## config.mk

```make
export PLATFORM = sky130hd
export DESIGN_NAME = p2g_front
export DESIGN_NICKNAME = d
export VERILOG_FILES = /design/src/design/p2g_pkg.sv /design/src/design/p2g_front.sv
export SDC_FILE = /design/constraint.sdc
export NUM_CORES = 1
export LEC_CHECK = 0
export BUFFER_PORTS_ARGS = -buffer_cell sky130_fd_sc_hd__buf_2
export CAP_MARGIN = 20
export CORE_AREA = 2 2 201 203
export CTS_BUF_LIST = sky130_fd_sc_hd__clkbuf_2 sky130_fd_sc_hd__clkbuf_4 sky130_fd_sc_hd__clkbuf_8
export CTS_CLUSTER_SIZE = 28
export DETAILED_ROUTE_END_ITERATION = 10
export DIE_AREA = 0 0 203 205
export PLACE_DENSITY = 0.73
export RECOVER_POWER = 50
export SLEW_MARGIN = 0
export SYNTH_ARGS = -nofsm -noshare
export SYNTH_HDL_FRONTEND = slang
export SYNTH_SLANG_ARGS = --single-unit
```

## constraint.sdc

```tcl
create_clock -name clock -period 10.1 [get_ports clock]
set_input_delay 2.02 -clock clock [delete_from_list [all_inputs] [get_ports clock]]
set_output_delay 2.02 -clock clock [all_outputs]
set_load 0.03 [all_outputs]
```

## src/design/p2g_pkg.sv

```systemverilog
// Shared types and constants for the particle-to-grid scatter.
`default_nettype none
package p2g_pkg;

   localparam int NODES_DEFAULT = 4096;
   localparam int DIMS_DEFAULT  = 2;
   localparam int QUEUE_DEPTH   = 2;
   localparam int VEC_SLOTS     = 6;

   localparam logic [1:0] FUNC_CLEAR   = 2'd0;
   localparam logic [1:0] FUNC_SCATTER = 2'd1;
   localparam logic [1:0] FUNC_READ    = 2'd2;

   typedef struct packed {
      logic [1:0]         func;
      logic [11:0]        node_index;
      logic [31:0]        particle_mass;
      logic [16:0]        shape_weight;
      logic signed [31:0] disp_x;
      logic signed [31:0] disp_y;
      logic signed [31:0] vel_x;
      logic signed [31:0] vel_y;
      logic signed [31:0] acc_x;
      logic signed [31:0] acc_y;
   } req_type;

   typedef struct packed {
      logic [47:0]        node_mass;
      logic               mass_positive;
      logic signed [31:0] node_disp_x;
      logic signed [31:0] node_disp_y;
      logic signed [31:0] node_vel_x;
      logic signed [31:0] node_vel_y;
      logic signed [31:0] node_acc_x;
      logic signed [31:0] node_acc_y;
   } rsp_type;

   typedef enum logic [1:0] {
      OP_CLEAR,
      OP_SCATTER,
      OP_READ,
      OP_READ_ZERO
   } op_type;

   typedef struct packed {
      op_type                          op;
      logic [11:0]                     node;
      logic [31:0]                     mass;
      logic [16:0]                     weight;
      logic [VEC_SLOTS-1:0][31:0]      vec;
   } entry_type;

   typedef struct packed {
      logic      valid;
      entry_type entry;
   } queue_out_type;

   typedef enum logic [3:0] {
      ST_IDLE,
      ST_CLEAR,
      ST_SC_C,
      ST_SC_MASS,
      ST_SC_MUL,
      ST_SC_ADD,
      ST_RD_MASS,
      ST_RD_SUM,
      ST_RD_LOAD,
      ST_RD_DIV,
      ST_RD_FIN,
      ST_OUT
   } state_type;

endpackage
`default_nettype wire

```

## src/design/p2g_front.sv

```systemverilog
// Front end: accept, classify and queue items for the execution back end.
`default_nettype none
module p2g_front #(
   parameter int NODES = p2g_pkg::NODES_DEFAULT
) (
   input  logic                   clock,
   input  logic                   reset,
   input  logic                   req_valid,
   output logic                   req_stall,
   input  p2g_pkg::req_type       req_payload,
   output p2g_pkg::queue_out_type q_out,
   input  logic                   q_stall
);
   import p2g_pkg::*;

   localparam int QPW = $clog2(QUEUE_DEPTH);

   entry_type        q_mem [QUEUE_DEPTH];
   logic [QPW-1:0]   wr_ptr_ff, wr_ptr_in;
   logic [QPW-1:0]   rd_ptr_ff, rd_ptr_in;
   logic [QPW:0]     count_ff, count_in;
   logic             keep;
   logic             in_range;
   logic             push;
   logic             pop;
   entry_type        entry;

   assign in_range = 32'(req_payload.node_index) < NODES;

   always_comb begin
      entry.node   = req_payload.node_index;
      entry.mass   = req_payload.particle_mass;
      entry.weight = req_payload.shape_weight;
      entry.vec    = {req_payload.acc_y, req_payload.acc_x, req_payload.vel_y,
                      req_payload.vel_x, req_payload.disp_y, req_payload.disp_x};
      entry.op     = OP_CLEAR;
      keep         = 1'b0;
      case (req_payload.func)
         FUNC_CLEAR: begin
            entry.op = OP_CLEAR;
            keep     = in_range;
         end
         FUNC_SCATTER: begin
            entry.op = OP_SCATTER;
            keep     = in_range && (req_payload.shape_weight != 17'd0);
         end
         FUNC_READ: begin
            entry.op = in_range ? OP_READ : OP_READ_ZERO;
            keep     = 1'b1;
         end
         default: begin
            keep = 1'b0;
         end
      endcase
   end

   assign req_stall   = count_ff == (QPW+1)'(QUEUE_DEPTH);
   assign push        = req_valid && !req_stall && keep;
   assign q_out.valid = count_ff != '0;
   assign q_out.entry = q_mem[rd_ptr_ff];
   assign pop         = q_out.valid && !q_stall;

   always_comb begin
      wr_ptr_in = wr_ptr_ff;
      rd_ptr_in = rd_ptr_ff;
      count_in  = count_ff;
      if (push) begin
         wr_ptr_in = (wr_ptr_ff == QPW'(QUEUE_DEPTH-1)) ? '0 : wr_ptr_ff + 1'b1;
      end
      if (pop) begin
         rd_ptr_in = (rd_ptr_ff == QPW'(QUEUE_DEPTH-1)) ? '0 : rd_ptr_ff + 1'b1;
      end
      if (push && !pop) begin
         count_in = count_ff + 1'b1;
      end else if (pop && !push) begin
         count_in = count_ff - 1'b1;
      end
   end

   always_ff @(posedge clock) begin
      if (reset) begin
         wr_ptr_ff <= '0;
         rd_ptr_ff <= '0;
         count_ff  <= '0;
      end else begin
         wr_ptr_ff <= wr_ptr_in;
         rd_ptr_ff <= rd_ptr_in;
         count_ff  <= count_in;
      end
   end

   always_ff @(posedge clock) begin
      if (push) begin
         q_mem[wr_ptr_ff] <= entry;
      end
   end

endmodule
`default_nettype wire

```

Yosys cells after proc, flatten, opt, wreduce, memory -nomap -nowiden:

Memories as Yosys holds them, arrays and structs flattened. A register that Yosys moved wholly into a read port is not among the register bits.
Index checks and enable logic that the tools add are counted.

* output and inout bits: 257
* bits of input ports: 259
* memory bits (writable): 510
* word-level logic and storage cells: 35
* bits in read-only memories: 0
* register bits: 4
* memories kept: 1
* latch bits: 0

Memory list
* q_mem: depth 2, width 255, read ports 1, clocked after Yosys merged registers in 1, write ports 1, RTL line p2g_front.sv:18 `entry_type q_mem [QUEUE_DEPTH];`

* multiplexer cells: 10
* div/mod/pow operators: 0
* reduce and logical (&&, ||, !) cells: 14
* add/sub/neg operators: 4
* multipliers: 0
* eq/ne operators: 3
* magnitude comparators: 0
* shift-type cells: 0
* bitwise logic cells: 0

Operator list (count)
* $reduce_bool 17->1: 1
* $mux 1: 6
* $logic_and 1x1->1: 5
* $eq 2x2->1 const B: 2
* $logic_not 1->1: 4
* $mux 2: 2
* $pmux 2 s2: 1
* $reduce_bool 2->1: 2
* $add 1x1->1 const B: 2
* $add 2x1->2 const B: 1
* $eq 2x1->1 const B: 1
* $logic_not 2->1: 1
* $pmux 1 s2: 1
* $reduce_or 2->1: 1
* $sub 2x1->2 const B: 1

Longest topological paths before layout:

Gate-level depths: netlist of run 1.

* depth in word-level cells: 8
* depth in mapped cells: 7
* mapped depth without buffers: 7

Worst setup path before layout of run 1:

No wires, ideal clock.

* kind: input to register
* start: input port req_valid
* end: memory q_mem[0][0] (netlist name), enable pin
* path slack: 1.133 ns
* stages: 4
* data required time: 9.452 ns
* arrival time: 8.319 ns
* cells stage by stage: inv_1 a211oi_1 o21a_2 and2_1

* word-level cells in the longest chain between the ends: 4

Ends and longest elaborated chain
* from (decl): RTL line p2g_front.sv:8 `input logic req_valid,`
* $logic_and 1x1->1 (2 in series): RTL line p2g_front.sv:58 `assign push = req_valid && !req_stall && keep;`
* $mux 1: RTL line p2g_front.sv:93 `if (push) begin`
* $mux 1 (not written as such): RTL line p2g_front.sv:94 `q_mem[wr_ptr_ff] <= entry;`
* to (decl): RTL line p2g_front.sv:18

Every way passes these cells.

Worst setup path in the final report of run 1:

* start: input port req_payload[253] (netlist name)
* end: memory q_mem[0][73] (netlist name), enable pin

* word-level cells in the longest chain between the ends: 6
* elaborated cells between the ends (all ways): 8
* classes of those cells: 2 x eq/ne; 3 x mux; 3 x reduce/logical

Ends and longest elaborated chain
* from (decl): RTL line p2g_front.sv:10 `input p2g_pkg::req_type req_payload,`
* $eq 2x2->1 / $logic_not 2->1 (equally long branches): RTL line p2g_front.sv:38 `case (req_payload.func)`
* $reduce_or 2->1 (no source line)
* $pmux 1 s2 (*): RTL line p2g_front.sv:38
* $logic_and 1x1->1 (*): RTL line p2g_front.sv:58
* $mux 1 (*): RTL line p2g_front.sv:93
* $mux 1 (not written as such) (*): RTL line p2g_front.sv:94

Mark *: on every way between the ends. The rest lies on a longest branch, timed or not.

==> results of run 1 <==
[critical path, stage by stage]
cell,delay (ps)
clkbuf_1,100
a211oi_1,370
o21a_2,220
and2_0,3170
buf_4,1140
[metal layers]
metal / global-route usage (%) / vias to the layer above / part of all wire, %
met4: 7.90 / 4 / 2.7
met2: 30.6 / 430 / 49
met5: 0 / - / 0.035
met1: 20.8 / 4885 / 37
li1: - / 4497 / -
met3: 8.37 / 74 / 11
[worst paths after layout]
kind                                  startpoint            to  slack [ps]  cells after the start
worst min register to register       count_ff[1]   count_ff[1]         510                      2
worst max register to register       count_ff[0]  q_mem[0][73]        4260                      5
worst max-delay path            req_payload[253]  q_mem[0][73]        3200                      5
worst min-delay path                 count_ff[1]   count_ff[1]         510                      2
[stage by stage]
stage	total power [mW]	util, %
floorplan	4.18	-
global placement	4.66	55.4
detailed placement	4.68	55.4
CTS	6.31	59.2
global route	6.49	58.8
finish	6.23	58.8
[logic make-up after synthesis]
group                    synth area share [%]
multiplexers                             15.4
XOR/XNOR                                0.141
AND/OR/NAND/NOR                         0.625
AO/OA/AOI/OAI                           0.228
flip-flops                               82.7
buffers and inverters                   0.779
adder cells (fa/ha/maj)                0.0672
[state kept, by name (all words and copies together), names as in the netlist, named ones only]
name,cells
q_mem,510
wr_ptr_ff,1
count_ff,2
rd_ptr_ff,1
[cell type report]
type	instances	area, sq um
diodes	5	12.5
clock buffers	107	1320
clock inverters	33	169
fillers	3015	16200
inverters	2	7.51
multi-input cells	284	3070
flip-flops and latches	515	15400
well taps	525	657
repair buffers	523	2490
[where the power goes]
| part | internal [mW] | leakage, nW | switching [mW] |
|---|---|---|---|
| clock | 0.854 | 0.783 | 0.759 |
| sequential | 2.66 | 4.76 | 0.0777 |
| combinational | 0.617 | 2.71 | 1.26 |
[placed cells by master (no fill, tap or decap), drive strengths merged, types with 5 or more instances in the layout]
cell type,count
inv,5
diode,5
buf,395
mux2,255
edfxtp,510
dfxtp,5
clkbuf,235
clkinv,26
==> impl_metrics.csv, run 1 <==
group,metric,value,unit
floorplanning,core_area,0.0394,sq mm
worst_setup_path,critPathLaunchType,"input port",
grt,grt_pass1_vias,10400,
yosys,synth_async_sr_flop_share,0,%
sta,grt_setup_unrepaired,"no",
sta,relSlewSlack,-196,%
yosys,ys_seq_area_share,82.7,%
yosys,syn_avg_cell_area,22.5,sq um
power_and_ir_drop,powerDensity,269,mW/mm^2
worst_setup_path,critPathCaptureType,"flip-flop",
yosys,syn-cell-area,0.0186,sq mm
clock_network,post_cts_buffers,0,
floorplanning,die_w,203,um
layout,instances_no_fill,1994,
layout,final_area,0.0231,sq mm
clock_network,cts_tree,"done",
routing,drt_iter0_drc,513,
floorplanning,fp.dieArea,0.0416,sq mm
routing,vias,9890,
yosys,yosys.area.top_type_share,82.2,%
clock_network,root_buffer,"clkbuf_8",
sta,min_period_over_period,68.3,%
sta,fin_skew,18.8,ps
routing,ant_nets,0,
yosys,synth_area_leader_cell,"edfxtp_1",
routing,wire_per_inst,20.1,um
job,drv_cap,2,
floorplanning,dieHeight,205,um
sta,drv_slew,110,
worst_setup_path,crit_required,10320,ps
worst_setup_path,crit_type,"input port to flip-flop",
clock_network,cts_made_buffers,82,
floorplanning,ios,516,
clock_network,cts_buffer_depth,3,
sta,hold_viol,0,
yosys,synth_ff_type,"edfxtp_1",
layout,drive_gt1_share,52.9,%
placement,portBuffers,515,
grt,grt_pass1_wl,57.6,mm
routing,firstDrtPassIters,4,
placement,dp_slack,5200,ps
sta,layout_setup_ws,3200,ps
sta,setup_viol,0,
sta,fin_crit,6900,ps
clock_network,cts.clk_slew.worst_paths,60,ps
layout,area_delta_synth_final,24.2,%
routing,via_per_inst,4.96,
yosys,syn_nets,1089,
grt,grt_antenna_before_repair,6,
yosys,synth_cells,829,
clock_network,cts.sinks,515,
worst_setup_path,path_max_fanout,77,
clock_network,h-tree-depth,3,
yosys,synth_cell_types,25,
sta,fmax,145,MHz
clock_network,ctsHoldBuffers,0,
yosys,synth_seq_cells,515,
outcome,violations,"capacitance limit, slew limit",
power_and_ir_drop,ir_drop,169,uV
yosys,synth_area_leaders,"edfxtp_1, mux2_2, buf_2, dfxtp_1, xor2_1",
floorplanning,start_util,47.3,%
sta,whs,506,ps
outcome,status,"complete, but fails checks",
routing,routed_wl,40.1,mm
grt,grt_overflow,0,
sta,worst_slew_pin_slew,4430,ps
clock_network,clk_latency,610,ps
sta,setup_tns,0,ps
yosys,synthTopCellsByCount,"edfxtp_1, mux2_2, buf_2",
grt,grt.total_usage,18.5,%
placement,dp.final_hpwl,27.2,mm
worst_setup_path,crit_arrival,7110,ps
layout,final_nets,1668,
yosys,yosysMostFrequentCell,"edfxtp_1",
clock_network,cts_resized,0,
placement,placed_cells,1849,
grt,grt_max_degree,137,
placement,place_congestion,0.771,
floorplanning,rows,73,
yosys,yosysWarnings,0,
yosys,synth_edf_count,510,
power_and_ir_drop,power_leakage,8.25,nW
placement,dpl_cell_area,0.0218,sq mm
routing,drc_errors,0,
min_path,min_path_type,"flip-flop to flip-flop",
No activity file was read; power rests on OpenSTA's default activity.
==> run 2, diff against run 1 <==
--- a/config.mk
+++ b/config.mk
@@ -7,12 +7,12 @@
 export LEC_CHECK = 0
 export BUFFER_PORTS_ARGS = -buffer_cell sky130_fd_sc_hd__buf_2
 export CAP_MARGIN = 20
-export CORE_AREA = 2 2 201 203
+export CORE_MARGIN = 2
+export CORE_UTILIZATION = 49
 export CTS_BUF_LIST = sky130_fd_sc_hd__clkbuf_2 sky130_fd_sc_hd__clkbuf_4 sky130_fd_sc_hd__clkbuf_8
 export CTS_CLUSTER_SIZE = 28
 export DETAILED_ROUTE_END_ITERATION = 10
-export DIE_AREA = 0 0 203 205
-export PLACE_DENSITY = 0.73
+export PLACE_DENSITY = 0.79
 export RECOVER_POWER = 50
 export SLEW_MARGIN = 0
 export SYNTH_ARGS = -nofsm -noshare
==> constraint.sdc (replaced) <==
create_clock -name clock -period 5.64 [get_ports clock]
set_input_delay 1.128 -clock clock [delete_from_list [all_inputs] [get_ports clock]]
set_output_delay 1.128 -clock clock [all_outputs]
set_load 0.03 [all_outputs]
==> run 2 against run 1 <==
The run still ends with capacitance limit, slew limit left. Non-clock buffer count rose by 1. Utilization rose by 3.3 points. Via count rose by 0.23%. Largest cell class unchanged. Highest routed layer unchanged.
==> impl_metrics.csv, run 2 (synthesis results as in run 1) <==
group,metric,value,unit
outcome,status,"complete, but fails checks",
outcome,violations,"capacitance limit, slew limit",
layout,seq_area,0.0154,sq mm
clock_network,cts_tree,"done",
clock_network,cts.sinks,515,
worst_setup_path,critPathLaunchType,"input port",
routing,firstDrtPassIters,4,
power_and_ir_drop,powerDensity,489,mW/mm^2
clock_network,cts.clk_slew.worst_paths,60,ps
floorplanning,core_area,0.0376,sq mm
routing,vias,9913,
layout,regMostFlops,"q_mem",
sta,drv_slew,105,
routing,ant_nets,0,
clock_network,cts_buffer_depth,3,
layout,final_nets,1670,
clock_network,cts_made_buffers,83,
clock_network,h-tree-depth,3,
worst_setup_path,crit_required,5790,ps
sta,fin_crit,4340,ps
layout,final_cell_mix,"edfxtp_1, buf_2, mux2_2",
power_and_ir_drop,p_int,7.64,mW
floorplanning,start_util,49.6,%
sta,setup_viol,0,
sta,relSlewSlack,-81.5,%
routing,wire_per_inst,19.9,um
placement,place_congestion,0.777,
sta,grt_setup_unrepaired,"no",
floorplanning,ios,516,
clock_network,root_buffer,"clkbuf_8",
sta,fmax,230,MHz
layout,num-fill-cells,2736,
worst_setup_path,r2r_cells,5,
grt,grt_pass1_wl,56.3,mm
worst_setup_path,crit_type,"input port to flip-flop",
layout,area_delta_synth_final,25.3,%
power_and_ir_drop,switching_power,3.77,mW
sta,worst_slew_pin_slew,2720,ps
placement,portBuffers,515,
layout,largestRegisters,"q_mem (510), count_ff (2)",
worst_setup_path,reg2reg_setup_slack,1480,ps
worst_setup_path,crit_end,"q_mem[1][81]",
floorplanning,rows,71,
worst_setup_path,critPathCaptureType,"flip-flop",
worst_setup_path,rr_endpoint,"q_mem[1][81]",
routing,drt_iter0_drc,443,
power_and_ir_drop,p_sw_share,33.0,%
min_path,min_path_type,"flip-flop to flip-flop",
worst_setup_path,worst_r2r_startpoint,"count_ff[0]",
layout,final_core_util,62.1,%
grt,grt_antenna_before_repair,8,
clock_network,cts_resized,0,
power_and_ir_drop,ir_drop,393,uV
job,drv_cap,1,
routing,via_per_inst,4.99,
layout,layout_commonest_cell,"edfxtp_1",
sta,setup_tns,0,ps
sta,fin_skew,29.1,ps
floorplanning,die_w,199,um
power_and_ir_drop,p_comb_share,29.7,%
grt,grt_max_degree,111,
layout,drive_gt1_share,52.7,%
layout,multiInputGateArea,0.00307,sq mm
power_and_ir_drop,pwr-share-clk,27.4,%
power_and_ir_drop,power_leakage,8.34,nW
floorplanning,dieHeight,199,um
power_and_ir_drop,p_seq_share,42.9,%
grt,grt_pass1_vias,10300,
worst_setup_path,startpoint,"req_payload[253]",
placement,dp.final_hpwl,26.4,mm
worst_setup_path,crit_arrival,4490,ps
clock_network,post_cts_buffers,0,
grt,grt.total_usage,19.1,%
layout,largest_reg_flops,510,
sta,whs,517,ps
floorplanning,fp.dieArea,0.0396,sq mm
clock_network,clk_latency,610,ps
routing,drc_errors,0,
sta,min_period_over_period,77.0,%
routing,routed_wl,39.6,mm
grt,grt_overflow,0,
clock_network,ctsHoldBuffers,0,
sta,hold_viol,0,
worst_setup_path,path_max_fanout,104,
## run 2: metrics by stage
step                      area [sq um]  total power [mW]  std cells  setup slack [ps]
after floorplan                  18600              7.41        829               412
after global placement           21900              8.34       1836              2110
after detailed placement         21900              8.38       1836              2040
after CTS                        23500              11.5       1982              1830
after global routing             23300              11.9       1986               980
final                            23300              11.4       1988              1300
## run 2: worst max-delay path, stage by stage
cell,delay (ps)
clkbuf_1,110
a211oi_1,350
o21a_2,240
and2_4,550
clkbuf_2,1970
## run 2: layout make-up
cell class | instances | share of cell area (%)
Timing Repair Buffer | 524 | 10.9
Clock buffer | 114 | 6.08
Inverter | 2 | 0.0322
Antenna cell | 6 | 0.0643
Multi-Input combinational cell | 284 | 13.2
Clock inverter | 32 | 0.959
Sequential cell | 515 | 66.1
Tap cell | 511 | 2.74
## run 2: layer usage
layer  vias up  GRT usage, %  part of all wire, %
met5         -             0                 0.10
li1       4501             -                    -
met3        74          8.34                   11
met4         6          8.84                  2.6
met1      4890          20.4                   35
met2       442          32.6                   51
## run 2: worst min path at each step
stage | depth (start not counted) | endpoint | slack [ps] | startpoint
2_1_floorplan | 2 | count_ff[1] | 460 | count_ff[1]
3_3_place_gp | 2 | count_ff[1] | 480 | count_ff[1]
3_5_place_dp | 2 | count_ff[1] | 510 | count_ff[1]
4_1_cts | 2 | count_ff[1] | 510 | count_ff[1]
5_1_grt | 2 | rd_ptr_ff | 560 | rd_ptr_ff
6_report | 2 | count_ff[1] | 520 | count_ff[1]
## run 2: power by group through the flow
stage / Clock (mW) / Sequential, mW / Combinational (mW)
after CTS: 3.20 / 4.89 / 3.44
after detailed placement: 0 / 4.97 / 3.42
after global placement: 0 / 4.94 / 3.40
after floorplan: 0 / 4.95 / 2.46
after global routing: 3.37 / 4.93 / 3.56
final: 3.12 / 4.89 / 3.39
==> run 3, diff against run 2 <==
--- a/config.mk
+++ b/config.mk
@@ -5,14 +5,15 @@
 export SDC_FILE = /design/constraint.sdc
 export NUM_CORES = 1
 export LEC_CHECK = 0
+export ABC_AREA = 1
 export BUFFER_PORTS_ARGS = -buffer_cell sky130_fd_sc_hd__buf_2
 export CAP_MARGIN = 20
-export CORE_MARGIN = 2
-export CORE_UTILIZATION = 49
+export CORE_AREA = 2 2 202 204
 export CTS_BUF_LIST = sky130_fd_sc_hd__clkbuf_2 sky130_fd_sc_hd__clkbuf_4 sky130_fd_sc_hd__clkbuf_8
 export CTS_CLUSTER_SIZE = 28
 export DETAILED_ROUTE_END_ITERATION = 10
-export PLACE_DENSITY = 0.79
+export DIE_AREA = 0 0 204 206
+export PLACE_DENSITY = 0.73
 export RECOVER_POWER = 50
 export SLEW_MARGIN = 0
 export SYNTH_ARGS = -nofsm -noshare
==> constraint.sdc (replaced) <==
create_clock -name clock -period 4.2 [get_ports clock]
set_input_delay 0.84 -clock clock [delete_from_list [all_inputs] [get_ports clock]]
set_output_delay 0.84 -clock clock [all_outputs]
set_load 0.03 [all_outputs]
==> run 3 against run 2 <==
The flow now finishes without violations. Worst setup slack worse by 570 ps. Utilization down 3.7 points. Routed wire length up 1.5%. Final area up 0.49%. Hold slack worse by 100 ps. Non-clock buffer count up 19. Die area up 6.1%. Synthesized cell count up 2.2%. Via count up 1.1%. Area after synthesis up 1.3%. Critical path depth up 6. Largest cell class unchanged. Global-route usage down 0.86 points.
==> impl_metrics.csv, run 3 <==
group,metric,value,unit
power_and_ir_drop,ir_drop,383,uV
clock_network,h-tree-depth,3,
yosys,synth_async_sr_flop_share,0,%
floorplanning,dieHeight,206,um
clock_network,clk_latency,620,ps
worst_setup_path,critPathCaptureType,"flip-flop",
sta,drv_slew,0,
placement,place_congestion,0.797,
outcome,status,"completed",
routing,vias,10000,
worst_setup_path,crit_top_cell,"nand2_1",
layout,largestRegisters,"q_mem (510), count_ff (2)",
sta,layout_setup_ws,729,ps
yosys,yosysMostFrequentCell,"edfxtp_1",
worst_setup_path,crit_type,"input port to flip-flop",
routing,ant_nets,0,
sta,fmax,288,MHz
sta,fin_crit,3470,ps
clock_network,ctsHoldBuffers,0,
routing,firstDrtPassIters,5,
sta,setup_tns,0,ps
yosys,syn_avg_cell_area,22.3,sq um
grt,grt_max_degree,99,
floorplanning,start_util,46.9,%
yosys,synth_area_leader_cell,"edfxtp_1",
yosys,syn-cell-area,0.0189,sq mm
layout,final_nets,1706,
floorplanning,rows,74,
worst_setup_path,crit_required,4490,ps
worst_setup_path,path_max_fanout,44,
placement,dpl_cell_area,0.0221,sq mm
routing,met2_length,20.7,mm
yosys,synth_area_leaders,"edfxtp_1, mux2_2, clkbuf_8, dfxtp_1, buf_6",
grt,grt_pass1_vias,10300,
grt,grt_pass1_wl,57.4,mm
yosys,synth_ff_type,"edfxtp_1",
floorplanning,fp.dieArea,0.0420,sq mm
job,drv_cap,0,
sta,grt_setup_unrepaired,"no",
clock_network,cts.sinks,515,
clock_network,cts.clk_slew.worst_paths,60,ps
clock_network,cts_tree,"done",
sta,hold_viol,0,
clock_network,cts_buffer_depth,3,
power_and_ir_drop,power_leakage,8.47,nW
yosys,ys_seq_area_share,81.7,%
grt,grt.total_usage,18.2,%
sta,worst_slew_pin_slew,1480,ps
yosys,synth_cell_types,12,
routing,routed_wl,40.2,mm
layout,layout_commonest_cell,"edfxtp_1",
layout,area_delta_synth_final,24.3,%
yosys,synth_seq_cells,515,
yosys,synthTopCellsByCount,"edfxtp_1, mux2_2, clkbuf_8",
layout,regMostFlops,"q_mem",
floorplanning,ios,516,
placement,dp.final_hpwl,27.3,mm
worst_setup_path,path_cells,"clkbuf_1 -> nor2_4 -> nand3_1 -> nor2_1 -> nand2_1 -> nand2_1 -> nand2_1 -> nand2_2 -> nor2_1 -> clkbuf_2 -> buf_12",
routing,via_per_inst,4.92,
routing,wire_per_inst,19.7,um
min_path,min_path_type,"input port to flip-flop",
sta,min_period_over_period,82.6,%
routing,routed.top_layer,"met4",
layout,final_cell_mix,"edfxtp_1, buf_2, mux2_2",
floorplanning,core_area,0.0402,sq mm
worst_setup_path,crit_path_top_delay_cell,"clkbuf_2",
yosys,yosys.area.top_type_share,81.2,%
yosys,synth_edf_count,510,
yosys,syn_nets,1107,
worst_setup_path,crit_arrival,3760,ps
clock_network,cts_resized,0,
grt,grt_overflow,0,
clock_network,cts_made_buffers,82,
yosys,yosysWarnings,0,
layout,num-fill-cells,3133,
sta,relSlewSlack,1.03,%
sta,whs,413,ps
power_and_ir_drop,powerDensity,608,mW/mm^2
layout,largest_reg_flops,510,
placement,dp_slack,1300,ps
clock_network,root_buffer,"clkbuf_8",
grt,grt_antenna_before_repair,6,
sta,fin_skew,17.7,ps
routing,wl_met3,3.30,mm
layout,final_area,0.0235,sq mm
sta,setup_viol,0,
placement,portBuffers,515,
routing,met1Wirelength,15.1,mm
worst_setup_path,slowest_delay,1100,ps
yosys,synth_cells,847,
layout,drive_gt1_share,53.2,%
worst_setup_path,critPathLaunchType,"input port",
routing,drc_errors,0,
clock_network,post_cts_buffers,0,
routing,drt_iter0_drc,481,
floorplanning,die_w,204,um
-- run 3: cell type report --
cell class / count / area (sq um) / share of cell area [%]
flip-flops and latches: 515 / 15400 / 65.7
multi-input cells: 294 / 3060 / 13.0
repair buffers: 543 / 2670 / 11.4
clock buffers: 112 / 1390 / 5.90
well taps: 532 / 666 / 2.84
clock inverters: 26 / 198 / 0.843
inverters: 10 / 38.8 / 0.165
diodes: 7 / 17.5 / 0.0747
-- run 3: path summary, 6_finish.rpt --
check              startpoint             to  slack (ps)  cells after the start
min           req_payload[29]  q_mem[0][189]         410                      1
max          req_payload[196]  q_mem[0][125]         730                     11
min reg2reg         rd_ptr_ff      rd_ptr_ff         460                      1
max reg2reg       count_ff[1]  q_mem[0][125]         840                      7
-- run 3: power by group --
| group | switching, mW | total [mW] | internal (mW) |
|---|---|---|---|
| clock | 1.82 | 4.13 | 2.31 |
| combinational | 2.44 | 3.67 | 1.23 |
| sequential | 0.162 | 6.46 | 6.30 |
| total | 4.42 | 14.3 | 9.84 |
-- run 3: logic make-up after synthesis --
logic type | synth area share (%)
AOI/OAI and AO/OA | 0.292
DFF | 81.7
muxes | 15.2
buffers and inverters | 2.16
adders and majority gates | 0.0663
and+or+nand+nor | 0.550
-- run 3: metal layers --
layer | up-vias | track usage (%)
met5 | - | 0
met4 | 0 | 9.55
met3 | 72 | 6.02
met2 | 390 | 30.8
met1 | 4995 | 20.7
li1 | 4569 | -
-- run 3: worst max-delay path: cells and delay by family --
| family | cells | cell delay [ps] |
|---|---|---|
| and+or+nand+nor | 8 | 1260 |
| buffers and inverters | 3 | 1610 |
-- run 3: stage by stage --
| stage | util, % | total power [mW] | cells |
|---|---|---|---|
| after global placement | 55.0 | 10.3 | 1894 |
| after floorplan | - | 9.32 | 847 |
| final | 58.4 | 14.3 | 2039 |
| after global routing | 58.4 | 14.9 | 2038 |
| after detailed placement | 55.0 | 10.3 | 1894 |
| after CTS | 58.9 | 14.5 | 2032 |
